<file path="src/rtl/serpentine_panel_position_gen_assert.svh">
`ifndef SERPENTINE_PANEL_POSITION_GEN_ASSERT_SVH
`define SERPENTINE_PANEL_POSITION_GEN_ASSERT_SVH

// Same-cycle implication, checked out of reset
`define SPPG_ASSERT_IMP(lbl, ante, cons) \
    lbl: assert property (@(posedge clk) disable iff (!rst_n) (ante) |-> (cons)) \
        else $error("serpentine_panel_position_gen: check failed");

// Next-cycle implication, checked out of reset
`define SPPG_ASSERT_NEXT(lbl, ante, cons) \
    lbl: assert property (@(posedge clk) disable iff (!rst_n) (ante) |=> (cons)) \
        else $error("serpentine_panel_position_gen: check failed");

`endif

</file>
<file path="src/rtl/spg_pkg.sv">
package spg_pkg;

    localparam int COORD_W = 32;
    localparam int CAP_W   = 13;
    localparam int CNT_W   = 13;
    localparam int IDX_W   = 12;
    localparam int QDEPTH  = 2;
    localparam int QPTR_W  = 1;
    localparam int QCNT_W  = 2;

    localparam logic [CAP_W-1:0] CAP_RESET = 13'd4096;
    localparam logic [CNT_W-1:0] IDX_LIMIT = 13'd4095;

    typedef logic signed [COORD_W-1:0] coord_t;
    typedef logic [CAP_W-1:0]          cap_t;
    typedef logic [CNT_W-1:0]          cnt_t;
    typedef logic [IDX_W-1:0]          idx_t;

    typedef struct packed {
        logic   first_panel;
        coord_t origin_x;
        coord_t origin_y;
        coord_t col_step_x;
        coord_t col_step_y;
        coord_t row_step_x;
        coord_t row_step_y;
    } desc_t;

    typedef struct packed {
        logic  valid;
        desc_t head;
    } qhead_t;

endpackage

</file>
<file path="src/rtl/spg_front.sv">
`include "serpentine_panel_position_gen_assert.svh"

module spg_front
(
    input  logic           clk,
    input  logic           rst_n,
    input  logic           in_valid,
    output logic           in_stall,
    input  spg_pkg::desc_t in_desc,
    output spg_pkg::qhead_t q_head,
    input  logic           q_pop
);
    import spg_pkg::*;

    desc_t              slot_reg [QDEPTH];
    logic [QPTR_W-1:0]  wr_ptr_reg;
    logic [QPTR_W-1:0]  wr_ptr_next;
    logic [QPTR_W-1:0]  rd_ptr_reg;
    logic [QPTR_W-1:0]  rd_ptr_next;
    logic [QCNT_W-1:0]  count_reg;
    logic [QCNT_W-1:0]  count_next;
    logic               push;
    logic               pop;

    assign in_stall = (count_reg == QCNT_W'(QDEPTH));
    assign push     = in_valid && !in_stall;
    assign pop      = q_pop && (count_reg != '0);

    assign q_head.valid = (count_reg != '0);
    assign q_head.head  = slot_reg[rd_ptr_reg];

    always_comb
    begin
        wr_ptr_next = push ? wr_ptr_reg + 1'b1 : wr_ptr_reg;
        rd_ptr_next = pop ? rd_ptr_reg + 1'b1 : rd_ptr_reg;
        count_next  = count_reg;
        if (push && !pop)
        begin
            count_next = count_reg + 1'b1;
        end
        else if (pop && !push)
        begin
            count_next = count_reg - 1'b1;
        end
    end

    always_ff @(posedge clk or negedge rst_n)
    begin
        if (!rst_n)
        begin
            wr_ptr_reg <= '0;
            rd_ptr_reg <= '0;
            count_reg  <= '0;
        end
        else
        begin
            wr_ptr_reg <= wr_ptr_next;
            rd_ptr_reg <= rd_ptr_next;
            count_reg  <= count_next;
        end
    end

    // hold the panel description until the generator takes it
    always_ff @(posedge clk)
    begin
        if (push)
        begin
            slot_reg[wr_ptr_reg] <= in_desc;
        end
    end

    `SPPG_ASSERT_IMP(a_q_bound, 1'b1, count_reg <= QCNT_W'(QDEPTH))
    `SPPG_ASSERT_NEXT(a_q_fill, push && !pop, count_reg == $past(count_reg) + 1'b1)

endmodule

</file>
<file path="src/rtl/spg_back.sv">
`include "serpentine_panel_position_gen_assert.svh"

module spg_back
#(
    parameter int PANEL_WIDTH  = 8,
    parameter int PANEL_HEIGHT = 8,
    parameter int MAX_LIGHTS   = 4096
)
(
    input  logic            clk,
    input  logic            rst_n,
    input  logic            cfg_we,
    input  spg_pkg::cap_t   cfg_wdata,
    input  spg_pkg::qhead_t q_head,
    output logic            q_pop,
    output logic            out_valid,
    input  logic            out_stall,
    output spg_pkg::coord_t pos_x,
    output spg_pkg::coord_t pos_y,
    output spg_pkg::idx_t   light_index,
    output logic            dropped,
    output logic            last_of_panel
);
    import spg_pkg::*;

    localparam int CW = (PANEL_WIDTH > 1) ? $clog2(PANEL_WIDTH) : 1;
    localparam int RW = (PANEL_HEIGHT > 1) ? $clog2(PANEL_HEIGHT) : 1;
    localparam logic [CW-1:0]    COL_LAST = CW'(PANEL_WIDTH - 1);
    localparam logic [RW-1:0]    ROW_LAST = RW'(PANEL_HEIGHT - 1);
    localparam logic [CNT_W-1:0] CNT_MAX  = CNT_W'(MAX_LIGHTS);

    cap_t            cap_reg;
    logic            busy_reg;
    logic            busy_next;
    logic [CW-1:0]   col_reg;
    logic [CW-1:0]   col_next;
    logic [RW-1:0]   row_reg;
    logic [RW-1:0]   row_next;
    cnt_t            cnt_reg;
    cnt_t            cnt_next;
    coord_t          cur_x_reg;
    coord_t          cur_x_next;
    coord_t          cur_y_reg;
    coord_t          cur_y_next;
    coord_t          ux_reg;
    coord_t          uy_reg;
    coord_t          vx_reg;
    coord_t          vy_reg;
    logic            out_valid_reg;
    logic            out_valid_next;
    coord_t          pos_x_reg;
    coord_t          pos_y_reg;
    idx_t            idx_reg;
    logic            drop_reg;
    logic            last_reg;
    logic            emit;
    logic            col_end;
    logic            is_last;
    logic            pop;
    cap_t            cap_eff;
    cnt_t            cnt_inc;

    assign emit    = busy_reg && (!out_valid_reg || !out_stall);
    assign col_end = (col_reg == COL_LAST);
    assign is_last = col_end && (row_reg == ROW_LAST);
    assign pop     = q_head.valid && (!busy_reg || (emit && is_last));
    assign q_pop   = pop;
    assign cap_eff = (cap_reg > CNT_MAX) ? CNT_MAX : cap_reg;
    assign cnt_inc = (cnt_reg < CNT_MAX) ? cnt_reg + 1'b1 : cnt_reg;

    always_comb
    begin
        busy_next  = busy_reg;
        col_next   = col_reg;
        row_next   = row_reg;
        cur_x_next = cur_x_reg;
        cur_y_next = cur_y_reg;
        cnt_next   = emit ? cnt_inc : cnt_reg;
        if (pop)
        begin
            busy_next  = 1'b1;
            col_next   = '0;
            row_next   = '0;
            cur_x_next = q_head.head.origin_x;
            cur_y_next = q_head.head.origin_y;
            if (q_head.head.first_panel)
            begin
                cnt_next = '0;
            end
        end
        else if (emit && is_last)
        begin
            busy_next = 1'b0;
        end
        else if (emit)
        begin
            if (col_end)
            begin
                // next row starts one row step away, whichever way this row ran
                col_next   = '0;
                row_next   = row_reg + 1'b1;
                cur_x_next = cur_x_reg + vx_reg;
                cur_y_next = cur_y_reg + vy_reg;
            end
            else if (row_reg[0])
            begin
                col_next   = col_reg + 1'b1;
                cur_x_next = cur_x_reg - ux_reg;
                cur_y_next = cur_y_reg - uy_reg;
            end
            else
            begin
                col_next   = col_reg + 1'b1;
                cur_x_next = cur_x_reg + ux_reg;
                cur_y_next = cur_y_reg + uy_reg;
            end
        end
        out_valid_next = emit ? 1'b1 : (out_valid_reg && out_stall);
    end

    always_ff @(posedge clk or negedge rst_n)
    begin
        if (!rst_n)
        begin
            cap_reg       <= CAP_RESET;
            busy_reg      <= 1'b0;
            col_reg       <= '0;
            row_reg       <= '0;
            cnt_reg       <= '0;
            cur_x_reg     <= '0;
            cur_y_reg     <= '0;
            out_valid_reg <= 1'b0;
        end
        else
        begin
            if (cfg_we)
            begin
                cap_reg <= cfg_wdata;
            end
            busy_reg      <= busy_next;
            col_reg       <= col_next;
            row_reg       <= row_next;
            cnt_reg       <= cnt_next;
            cur_x_reg     <= cur_x_next;
            cur_y_reg     <= cur_y_next;
            out_valid_reg <= out_valid_next;
        end
    end

    always_ff @(posedge clk)
    begin
        if (pop)
        begin
            ux_reg <= q_head.head.col_step_x;
            uy_reg <= q_head.head.col_step_y;
            vx_reg <= q_head.head.row_step_x;
            vy_reg <= q_head.head.row_step_y;
        end
        if (emit)
        begin
            pos_x_reg <= cur_x_reg;
            pos_y_reg <= cur_y_reg;
            idx_reg   <= (cnt_reg > IDX_LIMIT) ? IDX_LIMIT[IDX_W-1:0] : cnt_reg[IDX_W-1:0];
            drop_reg  <= (cnt_reg >= cap_eff);
            last_reg  <= is_last;
        end
    end

    assign out_valid     = out_valid_reg;
    assign pos_x         = pos_x_reg;
    assign pos_y         = pos_y_reg;
    assign light_index   = idx_reg;
    assign dropped       = drop_reg;
    assign last_of_panel = last_reg;

    `SPPG_ASSERT_IMP(a_cnt_sat, 1'b1, cnt_reg <= CNT_MAX)
    `SPPG_ASSERT_NEXT(a_chain, emit && is_last && q_head.valid, busy_reg && col_reg == '0)
    `SPPG_ASSERT_NEXT(a_row_wrap, emit && col_end && !is_last && !pop, col_reg == '0 && busy_reg)

endmodule

</file>
<file path="src/rtl/serpentine_panel_position_gen.sv">
// Panels queue, then the single position accumulator walks each one in turn.
// Throughput: one light per cycle when not stalled, set by that accumulator;
//   PANEL_WIDTH*PANEL_HEIGHT lights per panel; panels chain without a gap.
// Input side takes up to two panels ahead through a two-entry queue.
// Reset: queue empty, generator idle, light index 0, light_capacity 4096.
module serpentine_panel_position_gen
#(
    parameter int PANEL_WIDTH  = 8,
    parameter int PANEL_HEIGHT = 8,
    parameter int MAX_LIGHTS   = 4096
)
(
    input  logic            clk,
    input  logic            rst_n,
    input  logic            cfg_we,
    input  spg_pkg::cap_t   cfg_wdata,
    input  logic            in_valid,
    output logic            in_stall,
    input  logic            first_panel,
    input  spg_pkg::coord_t origin_x,
    input  spg_pkg::coord_t origin_y,
    input  spg_pkg::coord_t col_step_x,
    input  spg_pkg::coord_t col_step_y,
    input  spg_pkg::coord_t row_step_x,
    input  spg_pkg::coord_t row_step_y,
    output logic            out_valid,
    input  logic            out_stall,
    output spg_pkg::coord_t pos_x,
    output spg_pkg::coord_t pos_y,
    output spg_pkg::idx_t   light_index,
    output logic            dropped,
    output logic            last_of_panel
);
    import spg_pkg::*;

    desc_t  in_desc;
    qhead_t q_head;
    logic   q_pop;

    always_comb
    begin
        in_desc.first_panel = first_panel;
        in_desc.origin_x    = origin_x;
        in_desc.origin_y    = origin_y;
        in_desc.col_step_x  = col_step_x;
        in_desc.col_step_y  = col_step_y;
        in_desc.row_step_x  = row_step_x;
        in_desc.row_step_y  = row_step_y;
    end

    spg_front u_front
    (
        .clk      (clk),
        .rst_n    (rst_n),
        .in_valid (in_valid),
        .in_stall (in_stall),
        .in_desc  (in_desc),
        .q_head   (q_head),
        .q_pop    (q_pop)
    );

    spg_back
    #(
        .PANEL_WIDTH  (PANEL_WIDTH),
        .PANEL_HEIGHT (PANEL_HEIGHT),
        .MAX_LIGHTS   (MAX_LIGHTS)
    )
    u_back
    (
        .clk           (clk),
        .rst_n         (rst_n),
        .cfg_we        (cfg_we),
        .cfg_wdata     (cfg_wdata),
        .q_head        (q_head),
        .q_pop         (q_pop),
        .out_valid     (out_valid),
        .out_stall     (out_stall),
        .pos_x         (pos_x),
        .pos_y         (pos_y),
        .light_index   (light_index),
        .dropped       (dropped),
        .last_of_panel (last_of_panel)
    );

endmodule

</file>
<file path="config.mk">
export PLATFORM = sky130hd
export DESIGN_NAME = serpentine_panel_position_gen
export DESIGN_NICKNAME = d
export VERILOG_FILES = /design/src/rtl/spg_pkg.sv /design/src/rtl/spg_front.sv /design/src/rtl/spg_back.sv /design/src/rtl/serpentine_panel_position_gen.sv
export VERILOG_INCLUDE_DIRS = /design/src /design/src/rtl
export SDC_FILE = /design/constraint.sdc
export NUM_CORES = 1
export LEC_CHECK = 0
export BUFFER_PORTS_ARGS = -buffer_cell sky130_fd_sc_hd__buf_4
export CAP_MARGIN = 20
export CORE_ASPECT_RATIO = 1.5
export CORE_MARGIN = 8
export CORE_UTILIZATION = 55
export DETAILED_ROUTE_END_ITERATION = 7
export GPL_TIMING_DRIVEN = 0
export PLACE_DENSITY = 0.83
export REMOVE_ABC_BUFFERS = 1
export SLEW_MARGIN = 40
export SYNTH_ARGS = -nofsm -noshare
export SYNTH_HDL_FRONTEND = slang
export SYNTH_SLANG_ARGS = --single-unit
</file>
<file path="constraint.sdc">
create_clock -name clk -period 10.9 [get_ports clk]
set_clock_uncertainty 0.05 [all_clocks]
set_input_delay 1.09 -clock clk [delete_from_list [all_inputs] [get_ports clk]]
set_output_delay 1.09 -clock clk [all_outputs]
set_load 0.05 [all_outputs]
</file>
==> implementation parameters <==
Parameter                              Value

Run status
  Result of the run ... finished, violations left
  Failing checks ... design-rule violations

Final layout
  Layout overhead on the synthesized area ... 18.7%
  Cell Count, Final, Fillers Out ... ~3.6k
  Leading cell type in the layout, fill and taps excluded ... edfxtp_1
  Share of layout cells above drive strength 1 ... 23.2%
  Filler instances ... 4014
  Flip-flop count of the largest register after layout ... 386
  Most used cells in the layout excluding fill and tap cells ... 592 x edfxtp_1, 289 x buf_4, 195 x nand2_1, 192 x nor2_1, 149 x mux2_2
  Total Nets Final ... just over 3k

Critical path
  Element type at the critical path end ... flop
  Launch point of the worst reg-to-reg path ... u_back.ux_reg[0]
  Critical Path Start ... u_back.ux_reg[0]
  Slowest cell on the critical path ... ha_1
  Worst Reg-to-Reg Cells ... 23
  Family with the most delay on the worst path ... compound AO/OA/AOI/OAI gates
  Count of buffering cells on the critical path with inverters included ... 1
  Cells along the critical path ... inv_1 -> ha_1 -> or3b_2 -> a211oi_1 -> nand4_1 -> a211oi_1 -> nand3_1 -> nor3_1 -> nor2_1 -> a2111oi_0 -> o21ai_1 -> xnor2_1 -> mux2_2 -> ha_1 -> o21ai_0 -> o21a_1 -> o21ai_0 -> a31o_2 -> a21o_1 -> a311oi_1 -> xnor2_1 -> nand2_1 -> o221ai_1
  Data required time at the worst endpoint ... ~11 ns
  Largest fanout of any net on the critical path ... 16
  Largest incremental delay on the critical path ... 0.54 ns
  Number of gates on the worst path with buffers counted ... 23
  Kind of start point of the critical path ... flop
  Critical path arrival ... 7.51 ns
  WS Path Type ... flop to flop

Timing
  Final Hold Violating Endpoints ... 0
  Pin slew with the least headroom to its limit ... 0.809 ns
  Max frequency ... 142 MHz
  Post-route clock period utilization ... 64.8%
  Setup repair after global routing missed its margin ... false
  Fin crit period ... 7.07 ns
  Post-route worst setup slack ... 3.83 ns
  Max-slew violations ... 0
  Relative slew margins ... between 40 and 50%
  Tightest hold margin ... 0.299 ns
  Setup violators final ... 0

Synthesis
  Dominant cell type by area after synthesis ... edfxtp_1
  Most area-consuming cells after synthesis ... edfxtp_1 56%, dfrtp_1 7.9%, mux2_2 5.3%
  Number of enable flip-flop cells after synthesis ... 592
  Count of mapped cells out of synthesis ... 2427
  Count of distinct cell types in the synthesized netlist ... 85
  Share of synthesized flip-flops with an asynchronous set or reset ... 14.7%
  Post-synthesis average cell area ... roughly 13 um2
  Synth Register Bits ... 694
  Combined area of all synthesized cells ... 31900 um2
  Commonest register cell after synthesis ... edfxtp_1
  Sequential element share of the synthesized area ... 63.7%
  Area share of the leading cell type in the synthesized netlist ... 55.7%
  Yosys warning count ... 0

Detailed routing
  Average detailed-routed wire length per instance ... 21.3 um
  Via count ... 20.7k
  1st-iter DRT viols ... 1261
  DRC viols ... 6
  Ratio of routed vias to standard cells ... just under 6
  Detail Route Antenna Nets ... 0
  First-pass detailed-route iteration total ... 8
  Final WL ... 75700 um

Clocking
  Level count of the clock H-tree ... 3
  Buffer levels on the longest clock path ... 3
  Root buffer cell ... clkbuf_16
  Number of buffers inserted for hold repair after clock tree synthesis ... 0
  Total clock buffers created by CTS ... 68
  Post-CTS Setup Repair Bufs ... 0
  CTS sink count ... 694
  Clock latency reported for the late side of the worst-skew pair ... 0.62 ns
  Register clock-pin slew on the reported worst setup and hold paths ... around 0.060 ns
  Gates resized, CTS repair ... 0
  CTS tree ... built

Placed design
  Worst slack at placement ... 3.94 ns
  Detailed placement HPWL ... 55100 um
  Final GP Congestion ... 0.920
  Total of buffers placed on input and output ports ... just under 300
  # placed instances ... 3429

Pwr
  Static leakage power ... 0.0137 uW
  Max IR drop VDD ... 0.000161 V
  Pwr/cell area ... 271 nW/um2

Floorplan
  Y dimension of the die ... 311 um
  FP Rows ... 108
  Total Die Area ... 66200 um2
  Floorplan die width ... 213 um
  Boundary pin count ... 291
  Core outline area ... between 50000 and 60000 um2
  Initial Util ... a little under three fifths

Min path
  Class of the tightest hold or removal check ... input pin to asynchronous set/reset pin

Global routing
  Overall global routing resource usage ... 22.8%
  Number of global-route vias before repair ... 21.7k
  Remaining Overflow, GRT ... 0
  First-pass GRT wire length ... around 120000 um
  Initial antenna violation count ... 9
  Pin count of the biggest net entering global routing ... 84

Run
  Max Cap Viol ... 0
cell type report:
| cell class | count | area [um2] | area share [%] |
|---|---|---|---|
| Multi-Input combinational cell | 1603 | 11200 | 29.5 |
| Timing Repair Buffer | 331 | 3000 | 7.90 |
| Inverter | 31 | 129 | 0.340 |
| Antenna cell | 5 | 12.5 | 0.0330 |
| Tap cell | 770 | 963 | 2.54 |
| Clock inverter | 42 | 454 | 1.20 |
| Clock buffer | 84 | 1810 | 4.78 |
| Sequential cell | 694 | 20300 | 53.7 |
where the power goes:
part	total (uW)	internal, uW	switching (uW)
clock	2360	1330	1030
combinational	4020	1670	2350
sequential	3880	3580	292
total	10300	6590	3670
Yosys cell counts, drive strengths merged (17+ instances only):
cell / number
and3: 21
or2: 23
a21oi: 139
a21o: 35
nor2: 196
nand3: 27
o21ai: 151
nor4: 17
xor2: 67
nand2b: 21
nand4: 23
nor3: 44
edfxtp: 592
clkbuf: 83
inv: 31
nand2: 195
dfrtp: 101
a31oi: 33
or3: 17
mux2: 149
ha: 95
mux2i: 62
xnor2: 104
path summary, 6_finish.rpt:
kind                       slack [ns]              endpoint
max                              3.83  u_back.cur_x_reg[31]
min                              0.30   u_back.cur_y_reg[5]
max reg2reg                      3.83  u_back.cur_x_reg[31]
min reg2reg                      0.44     u_back.col_reg[1]
max in group asynchronous        9.76     u_back.row_reg[0]
min in group clk                 0.44     u_back.col_reg[1]
through the flow:
| step | util (%) | TNS (ns) | total power (uW) | area (um2) |
|---|---|---|---|---|
| 2_1_floorplan | - | 0 | 6840 | 31500 |
| 3_3_place_gp | 60.2 | -1652.21 | 7770 | 34700 |
| 3_5_place_dp | 61.9 | 0 | 7910 | 35600 |
| 4_1_cts | 65.8 | 0 | 10300 | 37900 |
| 5_1_grt | 65.8 | 0 | 10900 | 37900 |
| 6_report | 65.8 | 0 | 10300 | 37900 |
logic make-up after synthesis:
family                     Yosys count  share of synthesized area [%]
DFF                                694                           63.7
and+or+nand+nor                    641                           9.59
AOI/OAI and AO/OA                  483                           9.33
muxes                              211                           7.20
xor gates and xnor gates           171                           4.74
buffers and inverters              130                           1.59
adders and majority gates           97                           3.85
layer usage:
| metal | track usage (%) | wire length, um |
|---|---|---|
| met1 | 23.9 | 26900 |
| met2 | 42.8 | 41500 |
| met3 | 4.81 | 4780 |
| met4 | 9.73 | 2490 |
| met5 | 0 | 36 |
Note: power is estimated with default switching activity, not from simulation.
